<file path="src/rtl/core/tgl_pkg.sv">
`timescale 1ns / 1ps
package tgl_pkg;

    localparam int unsigned CFG_COLS_W  = 6;
    localparam int unsigned CFG_LINES_W = 4;
    localparam int unsigned COUNT_W     = 9;
    localparam int unsigned CHAR_W      = 7;
    localparam int unsigned APB_ADDR_W  = 3;
    localparam int unsigned APB_DATA_W  = 32;

    localparam logic [CFG_COLS_W-1:0]  COLS_RESET  = 6'd21;
    localparam logic [CFG_LINES_W-1:0] LINES_RESET = 4'd8;

    localparam logic [7:0] PRINT_FIRST = 8'h20;
    localparam logic [7:0] PRINT_LAST  = 8'h7E;
    localparam logic [7:0] TEXT_END    = 8'h00;

    localparam logic [COUNT_W-1:0] COUNT_MAX = '1;

    localparam logic OP_BYTE = 1'b0;
    localparam logic OP_READ = 1'b1;

    // Register select: address bit 2 picks the 32-bit word.
    localparam logic REG_COLUMNS = 1'b0;
    localparam logic REG_LINES   = 1'b1;

    localparam int unsigned QUEUE_DEPTH = 4;
    localparam int unsigned QUEUE_PTR_W = 2;

    typedef struct packed {
        logic       op;
        logic [7:0] text_byte;
        logic [2:0] read_line;
        logic [4:0] read_column;
    } in_item_t;

    typedef struct packed {
        logic [COUNT_W-1:0] stored_count;
        logic               string_done;
        logic               was_stored;
        logic [CHAR_W-1:0]  cell_value;
    } out_item_t;

    typedef struct packed {
        logic [COUNT_W-1:0] stored_count;
        logic               string_done;
        logic               was_stored;
    } resp_t;

    typedef enum logic [1:0] {
        CMD_REPORT,
        CMD_READ,
        CMD_WRITE,
        CMD_CLEAR
    } cmd_kind_t;

    typedef enum logic [2:0] {
        BK_INIT,
        BK_IDLE,
        BK_READ,
        BK_CLEAR,
        BK_RESP
    } back_state_t;

endpackage

</file>
<file path="src/rtl/core/tgl_queue.sv">
`timescale 1ns / 1ps
module tgl_queue
    import tgl_pkg::*;
#(
    parameter type cmd_t = logic
) (
    input  logic aclk,
    input  logic aresetn,
    input  logic push,
    input  cmd_t push_cmd,
    input  logic pop,
    output cmd_t pop_cmd,
    output logic full,
    output logic empty
);

    cmd_t                   slots_reg [QUEUE_DEPTH];
    logic [QUEUE_PTR_W-1:0] wr_ptr_reg;
    logic [QUEUE_PTR_W-1:0] rd_ptr_reg;
    logic [QUEUE_PTR_W:0]   count_reg;

    assign full    = (count_reg == (QUEUE_PTR_W+1)'(QUEUE_DEPTH));
    assign empty   = (count_reg == '0);
    assign pop_cmd = slots_reg[rd_ptr_reg];

    always_ff @(posedge aclk) begin
        if (!aresetn) begin
            wr_ptr_reg <= '0;
            rd_ptr_reg <= '0;
            count_reg  <= '0;
        end else begin
            if (push) begin
                wr_ptr_reg <= wr_ptr_reg + QUEUE_PTR_W'(1);
            end
            if (pop) begin
                rd_ptr_reg <= rd_ptr_reg + QUEUE_PTR_W'(1);
            end
            if (push && !pop) begin
                count_reg <= count_reg + (QUEUE_PTR_W+1)'(1);
            end else if (pop && !push) begin
                count_reg <= count_reg - (QUEUE_PTR_W+1)'(1);
            end
        end
    end

    always_ff @(posedge aclk) begin
        if (push) begin
            slots_reg[wr_ptr_reg] <= push_cmd;
        end
    end

endmodule

</file>
<file path="src/rtl/core/tgl_front.sv">
`timescale 1ns / 1ps
module tgl_front
    import tgl_pkg::*;
#(
    parameter int unsigned MAX_COLUMNS   = 32,
    parameter int unsigned LINE_CAPACITY = 8,
    parameter type cmd_t = logic,
    localparam int unsigned COL_W     = (MAX_COLUMNS > 1) ? $clog2(MAX_COLUMNS) : 1,
    localparam int unsigned ACT_COL_W = $clog2(MAX_COLUMNS + 1),
    localparam int unsigned LINE_W    = $clog2(LINE_CAPACITY + 1)
) (
    input  logic                 aclk,
    input  logic                 aresetn,
    input  logic                 s_valid,
    output logic                 s_ready,
    input  in_item_t             s_item,
    input  logic [ACT_COL_W-1:0] act_cols,
    input  logic [LINE_W-1:0]    act_lines,
    input  logic                 init_busy,
    input  logic                 q_full,
    output logic                 push,
    output cmd_t                 push_cmd
);

    logic [LINE_W-1:0]    cur_line_reg;
    logic [LINE_W-1:0]    cur_line_next;
    logic [COL_W-1:0]     cur_col_reg;
    logic [COL_W-1:0]     cur_col_next;
    logic [COUNT_W-1:0]   count_reg;
    logic [COUNT_W-1:0]   count_next;
    logic [LINE_W-1:0]    line_n;
    logic [COL_W-1:0]     col_n;
    logic [ACT_COL_W-1:0] col_inc;
    logic [COUNT_W-1:0]   count_inc;

    assign s_ready = !q_full && !init_busy;
    assign push    = s_valid && s_ready;

    // Normalize a cursor left past a lowered column limit.
    always_comb begin
        line_n = cur_line_reg;
        col_n  = cur_col_reg;
        if ((cur_line_reg < act_lines) && (ACT_COL_W'(cur_col_reg) >= act_cols)) begin
            line_n = cur_line_reg + LINE_W'(1);
            col_n  = '0;
        end
        col_inc   = ACT_COL_W'(col_n) + ACT_COL_W'(1);
        count_inc = (count_reg == COUNT_MAX) ? count_reg : count_reg + COUNT_W'(1);
    end

    // Classify the item and build the command for the back end.
    always_comb begin
        push_cmd                   = '0;
        push_cmd.kind              = CMD_REPORT;
        push_cmd.resp.stored_count = count_reg;
        cur_line_next              = cur_line_reg;
        cur_col_next               = cur_col_reg;
        count_next                 = count_reg;
        if (s_item.op == OP_READ) begin
            push_cmd.kind  = CMD_READ;
            push_cmd.rd_ok = (32'(s_item.read_line) < LINE_CAPACITY)
                          && (32'(s_item.read_column) < MAX_COLUMNS);
            push_cmd.line  = LINE_W'(s_item.read_line);
            push_cmd.col   = COL_W'(s_item.read_column);
        end else begin
            cur_line_next = line_n;
            cur_col_next  = col_n;
            if (s_item.text_byte == TEXT_END) begin
                push_cmd.kind             = CMD_CLEAR;
                push_cmd.line             = line_n;
                push_cmd.col              = col_n;
                push_cmd.stop_line        = act_lines;
                push_cmd.resp.string_done = 1'b1;
                cur_line_next             = '0;
                cur_col_next              = '0;
                count_next                = '0;
            end else if (line_n >= act_lines) begin
                push_cmd.kind = CMD_REPORT;
            end else if (s_item.text_byte inside {[PRINT_FIRST:PRINT_LAST]}) begin
                push_cmd.kind              = CMD_WRITE;
                push_cmd.line              = line_n;
                push_cmd.col               = col_n;
                push_cmd.char_code         = s_item.text_byte[CHAR_W-1:0];
                push_cmd.resp.was_stored   = 1'b1;
                push_cmd.resp.stored_count = count_inc;
                count_next                 = count_inc;
                if (col_inc >= act_cols) begin
                    cur_col_next  = '0;
                    cur_line_next = line_n + LINE_W'(1);
                end else begin
                    cur_col_next = COL_W'(col_inc);
                end
            end else begin
                push_cmd.kind      = CMD_CLEAR;
                push_cmd.line      = line_n;
                push_cmd.col       = col_n;
                push_cmd.stop_line = line_n + LINE_W'(1);
                cur_col_next       = '0;
                cur_line_next      = line_n + LINE_W'(1);
            end
        end
    end

    always_ff @(posedge aclk) begin
        if (!aresetn) begin
            cur_line_reg <= '0;
            cur_col_reg  <= '0;
            count_reg    <= '0;
        end else if (push) begin
            cur_line_reg <= cur_line_next;
            cur_col_reg  <= cur_col_next;
            count_reg    <= count_next;
        end
    end

endmodule

</file>
<file path="src/rtl/core/tgl_back.sv">
`timescale 1ns / 1ps
module tgl_back
    import tgl_pkg::*;
#(
    parameter int unsigned MAX_COLUMNS   = 32,
    parameter int unsigned LINE_CAPACITY = 8,
    parameter type cmd_t = logic,
    localparam int unsigned COL_W     = (MAX_COLUMNS > 1) ? $clog2(MAX_COLUMNS) : 1,
    localparam int unsigned ACT_COL_W = $clog2(MAX_COLUMNS + 1),
    localparam int unsigned LINE_W    = $clog2(LINE_CAPACITY + 1),
    localparam int unsigned DEPTH     = LINE_CAPACITY * MAX_COLUMNS,
    localparam int unsigned ADDR_W    = (DEPTH > 1) ? $clog2(DEPTH) : 1
) (
    input  logic                 aclk,
    input  logic                 aresetn,
    input  logic                 q_empty,
    input  cmd_t                 q_cmd,
    output logic                 pop,
    input  logic [ACT_COL_W-1:0] act_cols,
    output logic                 init_busy,
    output logic                 m_valid,
    input  logic                 m_ready,
    output out_item_t            m_item
);

    back_state_t         state_reg;
    back_state_t         state_next;
    logic [ADDR_W-1:0]   init_addr_reg;
    logic [LINE_W-1:0]   walk_line_reg;
    logic [COL_W-1:0]    walk_col_reg;
    logic [LINE_W-1:0]   stop_line_reg;
    resp_t               resp_reg;
    logic                rd_ok_reg;
    logic [CHAR_W-1:0]   mem [DEPTH];
    logic [CHAR_W-1:0]   cell_q_reg;
    logic                m_valid_reg;
    logic                m_valid_next;
    out_item_t           m_item_reg;

    logic                out_free;
    logic                walk_more;
    logic [ACT_COL_W-1:0] walk_col_inc;
    logic                init_last;
    logic                load_out;
    out_item_t           out_item;
    logic                mem_we;
    logic [ADDR_W-1:0]   mem_waddr;
    logic [CHAR_W-1:0]   mem_wdata;
    logic                mem_re;
    logic [ADDR_W-1:0]   mem_raddr;

    function automatic logic [ADDR_W-1:0] cell_addr(input logic [LINE_W-1:0] line,
                                                     input logic [COL_W-1:0] col);
        cell_addr = ADDR_W'(line) * ADDR_W'(MAX_COLUMNS) + ADDR_W'(col);
    endfunction

    assign out_free     = !m_valid_reg || m_ready;
    assign walk_more    = walk_line_reg < stop_line_reg;
    assign walk_col_inc = ACT_COL_W'(walk_col_reg) + ACT_COL_W'(1);
    assign init_last    = (init_addr_reg == ADDR_W'(DEPTH - 1));
    assign init_busy    = (state_reg == BK_INIT);
    assign m_valid      = m_valid_reg;
    assign m_item       = m_item_reg;
    assign m_valid_next = load_out || (m_valid_reg && !m_ready);

    always_comb begin
        state_next = state_reg;
        case (state_reg)
            BK_INIT: begin
                if (init_last) begin
                    state_next = BK_IDLE;
                end
            end
            BK_IDLE: begin
                if (!q_empty && out_free) begin
                    case (q_cmd.kind)
                        CMD_READ:  state_next = BK_READ;
                        CMD_CLEAR: state_next = BK_CLEAR;
                        default:   state_next = BK_IDLE;
                    endcase
                end
            end
            BK_READ: state_next = BK_IDLE;
            BK_CLEAR: begin
                if (!walk_more) begin
                    state_next = BK_RESP;
                end
            end
            BK_RESP: begin
                if (out_free) begin
                    state_next = BK_IDLE;
                end
            end
            default: state_next = BK_INIT;
        endcase
    end

    always_comb begin
        pop       = 1'b0;
        load_out  = 1'b0;
        out_item  = '0;
        mem_we    = 1'b0;
        mem_waddr = '0;
        mem_wdata = '0;
        mem_re    = 1'b0;
        mem_raddr = '0;
        case (state_reg)
            BK_INIT: begin
                mem_we    = 1'b1;
                mem_waddr = init_addr_reg;
            end
            BK_IDLE: begin
                if (!q_empty && out_free) begin
                    pop = 1'b1;
                    case (q_cmd.kind)
                        CMD_WRITE: begin
                            mem_we                = 1'b1;
                            mem_waddr             = cell_addr(q_cmd.line, q_cmd.col);
                            mem_wdata             = q_cmd.char_code;
                            load_out              = 1'b1;
                            out_item.stored_count = q_cmd.resp.stored_count;
                            out_item.was_stored   = q_cmd.resp.was_stored;
                        end
                        CMD_READ: begin
                            mem_re    = q_cmd.rd_ok;
                            mem_raddr = cell_addr(q_cmd.line, q_cmd.col);
                        end
                        CMD_REPORT: begin
                            load_out              = 1'b1;
                            out_item.stored_count = q_cmd.resp.stored_count;
                        end
                        default: ;
                    endcase
                end
            end
            BK_READ: begin
                load_out              = 1'b1;
                out_item.stored_count = resp_reg.stored_count;
                out_item.cell_value   = rd_ok_reg ? cell_q_reg : '0;
            end
            BK_CLEAR: begin
                if (walk_more) begin
                    mem_we    = 1'b1;
                    mem_waddr = cell_addr(walk_line_reg, walk_col_reg);
                end
            end
            BK_RESP: begin
                if (out_free) begin
                    load_out              = 1'b1;
                    out_item.stored_count = resp_reg.stored_count;
                    out_item.string_done  = resp_reg.string_done;
                    out_item.was_stored   = resp_reg.was_stored;
                end
            end
            default: ;
        endcase
    end

    always_ff @(posedge aclk) begin
        if (!aresetn) begin
            state_reg     <= BK_INIT;
            init_addr_reg <= '0;
            m_valid_reg   <= 1'b0;
        end else begin
            state_reg   <= state_next;
            m_valid_reg <= m_valid_next;
            if (state_reg == BK_INIT) begin
                init_addr_reg <= init_addr_reg + ADDR_W'(1);
            end
        end
    end

    always_ff @(posedge aclk) begin
        if (pop) begin
            resp_reg      <= q_cmd.resp;
            rd_ok_reg     <= q_cmd.rd_ok;
            walk_line_reg <= q_cmd.line;
            walk_col_reg  <= q_cmd.col;
            stop_line_reg <= q_cmd.stop_line;
        end else if ((state_reg == BK_CLEAR) && walk_more) begin
            if (walk_col_inc >= act_cols) begin
                walk_col_reg  <= '0;
                walk_line_reg <= walk_line_reg + LINE_W'(1);
            end else begin
                walk_col_reg <= COL_W'(walk_col_inc);
            end
        end
        if (load_out) begin
            m_item_reg <= out_item;
        end
    end

    always_ff @(posedge aclk) begin
        if (mem_we) begin
            mem[mem_waddr] <= mem_wdata;
        end
        if (mem_re) begin
            cell_q_reg <= mem[mem_raddr];
        end
    end

endmodule

</file>
<file path="src/rtl/core/text_grid_layout.sv">
// Rate: one printable byte per cycle while s_ready is high and m_ready keeps up; a cell
//   read holds the grid engine in its read state before it takes the next command; clears
//   are walked one cell per cycle through the single write port of the grid memory.
// Reset (aresetn low, synchronous): cursor, count and queue clear, registers return to 21
//   columns and 8 lines, then s_ready stays low while the grid memory is blanked.
`timescale 1ns / 1ps
module text_grid_layout
    import tgl_pkg::*;
#(
    parameter int unsigned MAX_COLUMNS   = 32,
    parameter int unsigned LINE_CAPACITY = 8
) (
    input  logic                  aclk,
    input  logic                  aresetn,
    // Input item channel
    input  logic                  s_valid,
    output logic                  s_ready,
    input  in_item_t              s_item,
    // Result item channel
    output logic                  m_valid,
    input  logic                  m_ready,
    output out_item_t             m_item,
    // Register port
    input  logic                  psel,
    input  logic                  penable,
    input  logic                  pwrite,
    input  logic [APB_ADDR_W-1:0] paddr,
    input  logic [APB_DATA_W-1:0] pwdata,
    output logic [APB_DATA_W-1:0] prdata,
    output logic                  pready
);

    localparam int unsigned COL_W     = (MAX_COLUMNS > 1) ? $clog2(MAX_COLUMNS) : 1;
    localparam int unsigned ACT_COL_W = $clog2(MAX_COLUMNS + 1);
    localparam int unsigned LINE_W    = $clog2(LINE_CAPACITY + 1);

    // Command handed from the classifier to the grid engine. A clear walks from
    // (line, col) up to the start of stop_line; a read carries its cell in line/col.
    typedef struct packed {
        cmd_kind_t           kind;
        logic [LINE_W-1:0]   line;
        logic [COL_W-1:0]    col;
        logic [LINE_W-1:0]   stop_line;
        logic [CHAR_W-1:0]   char_code;
        logic                rd_ok;
        resp_t               resp;
    } cmd_t;

    logic [CFG_COLS_W-1:0]  cols_reg;
    logic [CFG_LINES_W-1:0] lines_reg;
    logic                   cfg_wr;
    logic [ACT_COL_W-1:0]   act_cols;
    logic [LINE_W-1:0]      act_lines;

    logic                   init_busy;
    logic                   q_full;
    logic                   q_empty;
    logic                   push;
    logic                   pop;
    cmd_t                   push_cmd;
    cmd_t                   pop_cmd;

    // Register port: zero wait states; only address bit 2 selects the word.
    assign pready = 1'b1;
    assign cfg_wr = psel && penable && pwrite && pready;

    always_ff @(posedge aclk) begin
        if (!aresetn) begin
            cols_reg  <= COLS_RESET;
            lines_reg <= LINES_RESET;
        end else if (cfg_wr) begin
            case (paddr[2])
                REG_COLUMNS: cols_reg  <= pwdata[CFG_COLS_W-1:0];
                REG_LINES:   lines_reg <= pwdata[CFG_LINES_W-1:0];
                default: ;
            endcase
        end
    end

    always_comb begin
        case (paddr[2])
            REG_COLUMNS: prdata = {{(APB_DATA_W-CFG_COLS_W){1'b0}}, cols_reg};
            REG_LINES:   prdata = {{(APB_DATA_W-CFG_LINES_W){1'b0}}, lines_reg};
            default:     prdata = '0;
        endcase
    end

    // Clamp the programmed sizes into the grid: zero acts as one, too large acts as max.
    always_comb begin
        if (cols_reg == '0) begin
            act_cols = ACT_COL_W'(1);
        end else if (32'(cols_reg) > MAX_COLUMNS) begin
            act_cols = ACT_COL_W'(MAX_COLUMNS);
        end else begin
            act_cols = ACT_COL_W'(cols_reg);
        end
        if (lines_reg == '0) begin
            act_lines = LINE_W'(1);
        end else if (32'(lines_reg) > LINE_CAPACITY) begin
            act_lines = LINE_W'(LINE_CAPACITY);
        end else begin
            act_lines = LINE_W'(lines_reg);
        end
    end

    // Front: accept items, track the cursor and count, and turn each item into one
    // grid command. It runs ahead of the grid engine by up to the queue depth.
    tgl_front #(
        .MAX_COLUMNS   (MAX_COLUMNS),
        .LINE_CAPACITY (LINE_CAPACITY),
        .cmd_t         (cmd_t)
    ) u_front (
        .aclk      (aclk),
        .aresetn   (aresetn),
        .s_valid   (s_valid),
        .s_ready   (s_ready),
        .s_item    (s_item),
        .act_cols  (act_cols),
        .act_lines (act_lines),
        .init_busy (init_busy),
        .q_full    (q_full),
        .push      (push),
        .push_cmd  (push_cmd)
    );

    // Short command queue: lets the front keep taking bytes while a clear walks.
    tgl_queue #(
        .cmd_t (cmd_t)
    ) u_queue (
        .aclk     (aclk),
        .aresetn  (aresetn),
        .push     (push),
        .push_cmd (push_cmd),
        .pop      (pop),
        .pop_cmd  (pop_cmd),
        .full     (q_full),
        .empty    (q_empty)
    );

    // Back: owns the grid memory, blanks it after reset, executes writes, reads and
    // clear walks in order, and holds each result in the output register.
    tgl_back #(
        .MAX_COLUMNS   (MAX_COLUMNS),
        .LINE_CAPACITY (LINE_CAPACITY),
        .cmd_t         (cmd_t)
    ) u_back (
        .aclk      (aclk),
        .aresetn   (aresetn),
        .q_empty   (q_empty),
        .q_cmd     (pop_cmd),
        .pop       (pop),
        .act_cols  (act_cols),
        .init_busy (init_busy),
        .m_valid   (m_valid),
        .m_ready   (m_ready),
        .m_item    (m_item)
    );

endmodule

</file>
<file path="config.mk">
export PLATFORM = sky130hd
export DESIGN_NAME = text_grid_layout
export DESIGN_NICKNAME = d
export VERILOG_FILES = /design/src/rtl/core/tgl_pkg.sv /design/src/rtl/core/tgl_queue.sv /design/src/rtl/core/tgl_front.sv /design/src/rtl/core/tgl_back.sv /design/src/rtl/core/text_grid_layout.sv
export SDC_FILE = /design/constraint.sdc
export NUM_CORES = 2
export LEC_CHECK = 0
export BUFFER_PORTS_ARGS = -buffer_cell sky130_fd_sc_hd__buf_2
export CAP_MARGIN = 40
export CORE_AREA = 5 5 348 691
export DETAILED_ROUTE_END_ITERATION = 6
export DIE_AREA = 0 0 353 696
export HOLD_SLACK_MARGIN = 0.12
export SYNTH_ARGS = -nofsm -noshare
export SYNTH_HDL_FRONTEND = slang
export SYNTH_SLANG_ARGS = --single-unit
</file>
<file path="constraint.sdc">
create_clock -name aclk -period 20 [get_ports aclk]
set_input_delay 4 -clock aclk [delete_from_list [all_inputs] [get_ports aclk]]
set_output_delay 4 -clock aclk [all_outputs]
set_load 0.05 [all_outputs]
</file>
==> out/results.ini <==
[outcome]
status = finished clean

[setup_path]
critPathMostFrequentCell = buf_4
startpoint = m_ready
r2r_end = u_back.cell_q_reg[4]
path_class = in -> reg
crit_slowest_cell = o41ai_2
r2r_setup_slack_ns = 11.97
slowest_delay_ns = 0.71
critPathMaxFanout = 134
worst-path-buf-inv = 5
cpLargestDelayFamily = compound AO/OA/AOI/OAI gates
worstPathRequired_ns = 20.58
cp.arrival_ns = 10.10
start_kind = input pin
ff2ff_path_depth = 15
path_cells = buf_2, nand2b_1, and4_4, buf_4, nand2_8, buf_4, buf_4, buf_12, o221ai_1, o21ai_0, o2111ai_1, o211ai_1, o41ai_2, a21oi_1, a2111o_1
cp-end-kind = register

[placement]
dp_cells = 8447
numPortBuffers = 56
gp_congestion = 0.833
dp_hpwl_um = 146000

[routing]
firstDrtPassIters = 6
postRouteAntennaNets = 0
drt_iter0_markers = 6468
wirelength_um = 248000
drt-wirelength-per-cell_um = 28.2
num_vias = 51200
drcViolationCount = 0
vias_per_cell = 5.82

[logic_synthesis]
syn_avg_cell_area_sq_um = 14.6
yosysUniqueCellTypes = 86
yosys_warnings = 0
synthFlopType = edfxtp_1
yosysSeqAreaShare_pct = 74.2
ys_seq_elements = 2027
syn_inst = 5584
synth_edf_count = 1978
syn_area_sq_mm = 0.0814
synthArstFlopShare_pct = 0

[global_routing]
antenna_found_initial = 7
grt_overflow = 0
grt_usage_pct = 19.6
grt_max_degree = 185
grt_pass1_wl_um = 355000
grt_pass1_vias = 49000

[pwr]
max-vdd-ir-drop_uv = 94.3
p_total_w = 0.00836
pwr_density_cell_mw_per_mm2 = 91.4
leakage_nw = 32.0

[finish]
syn_to_final_growth_pct = 12.4
drive_gt1_share_pct = 10.2
largest_register_ffs = 1792
n_fill_cell = 21500
nets = 5692
final-instance-count-excl-fill = 8803
final_cell_mix = 1978 x edfxtp_1, 779 x nand2_1, 328 x nor2_1
layout_commonest_cell = edfxtp_1

[sta]
setup_violations = 0
slew_violations = 0
maxSlewHeadroom_pct = 26.0
period_minus_slack_ns = 9.51
max_freq_mhz = 105
timing.hold.ws_ns = 0.522
tightest_slew_ns = 1.11
fin_skew_ns = 0.0272
fin_crit_sh_pct = 47.6
fin_setup_tns_ns = 0
rsz0062_at_grt = false
hold_viol = 0

[clock_tree]
insertion_delay_ns = 0.84
ctsRootBufferMaster = clkbuf_16
cts_max_level = 4
clock_path_buffers = 3
path_clk_slew_ns = 0.07
cts.sink_count = 2027
cts_made_buffers = 189
post_cts_resize_count = 0
cts_tree = yes
holdBufCountCts = 0
cts_setup_buffers = 0

[worst_hold_path]
hold_end = u_queue.wr_ptr_reg[1]
hold_path.class = reg -> reg
worstHoldPathCells = 2
min-delay-start = u_queue.wr_ptr_reg[1]

[floorplan]
initial_utilization_pct = 34.7
ioPinCount = 112
core_sq_mm = 0.235
dieWidth_um = 353
rows = 252
die_area_sq_mm = 0.246
die_y_um = 696

[run]
maxCapViolations = 0

## worst max-delay path by stage
stage                           endpoint  slack [ns]  cells past startpoint
floorplan               u_back.mem[0][0]       10.69                      5
detailed placement  u_back.cell_q_reg[4]       10.00                     15
global placement    u_back.cell_q_reg[0]        9.56                     14
global route        u_back.cell_q_reg[4]       10.53                     15
finish              u_back.cell_q_reg[6]       10.49                     15
CTS                 u_back.cell_q_reg[4]       10.88                     15
## metal layers
metal / track usage [%] / vias to the layer above / wire length, um
li1: - / 21900 / -
met1: 26.5 / 26200 / 99300
met5: 0 / - / 61
met4: 8.13 / 4 / 10600
met3: 3.47 / 516 / 21700
met2: 31.3 / 2654 / 117000
## final cells by class
cell class	instances	area (sq um)	area share, %
multi-input combinational	3139	19100	20.9
timing repair buffer	208	1840	2.01
clock inverter	100	1200	1.31
clock buffer	248	5090	5.56
antenna	5	12.5	0.0137
sequential	2027	60400	66.0
tap	3048	3810	4.17
inverter	28	105	0.115
## cell families (layout without fill, tap and decap cells)
kind of cell	count (synthesis)	count (layout)	synth area share, %
adders and majority gates	40	40	0.624
xor gates and xnor gates	28	28	0.301
other	2	32	0.00922
and+or+nand+nor	1717	1717	9.43
DFF	2027	2027	74.2
AOI/OAI and AO/OA	1143	1143	9.94
muxes	184	184	2.82
buffers and inverters	443	584	2.72
## worst min-delay path, stage by stage, from the launching register on
cell      delay (ns)
dfxtp_1         0.34
nand2_1         0.06
a21boi_0        0.07
## per-stage QoR
step / utilization, % / area, sq um / worst slack, ns
3_5_place_dp: 36.3 / 85200 / 10.00
3_3_place_gp: 36.1 / 84800 / 9.56
5_1_grt: 39.0 / 91500 / 10.53
4_1_cts: 39.0 / 91500 / 10.88
2_1_floorplan: - / 81500 / 10.69
6_report: 39.0 / 91500 / 10.49
## Yosys cell counts (35+ instances only)
library cell / number / area share, %
o22ai_1: 153 / 1.2
nand2_1: 780 / 3.6
nor2_1: 333 / 1.5
a21oi_1: 204 / 1.3
mux2i_1: 137 / 1.7
nor4_1: 38 / 0.29
mux4_2: 35 / 0.97
nor3_1: 37 / 0.23
buf_4: 69 / 0.64
nand3_1: 286 / 1.8
ha_1: 39 / 0.60
a211oi_1: 52 / 0.48
clkbuf_1: 152 / 0.70
buf_2: 160 / 0.98
o21ai_0: 115 / 0.71
a31oi_1: 95 / 0.73
nand4_1: 38 / 0.29
edfxtp_1: 1978 / 73
o221ai_1: 322 / 3.5
and3_1: 74 / 0.57
dfxtp_1: 49 / 1.2
and2_1: 36 / 0.28
## power breakdown
| group | internal (W) | switching (W) |
|---|---|---|
| sequential | 0.00460 | 0.00000225 |
| clock | 0.00211 | 0.00158 |
| combinational | 0.0000173 | 0.0000619 |
| total | 0.00672 | 0.00165 |
Power figures use the tool's default switching activity.
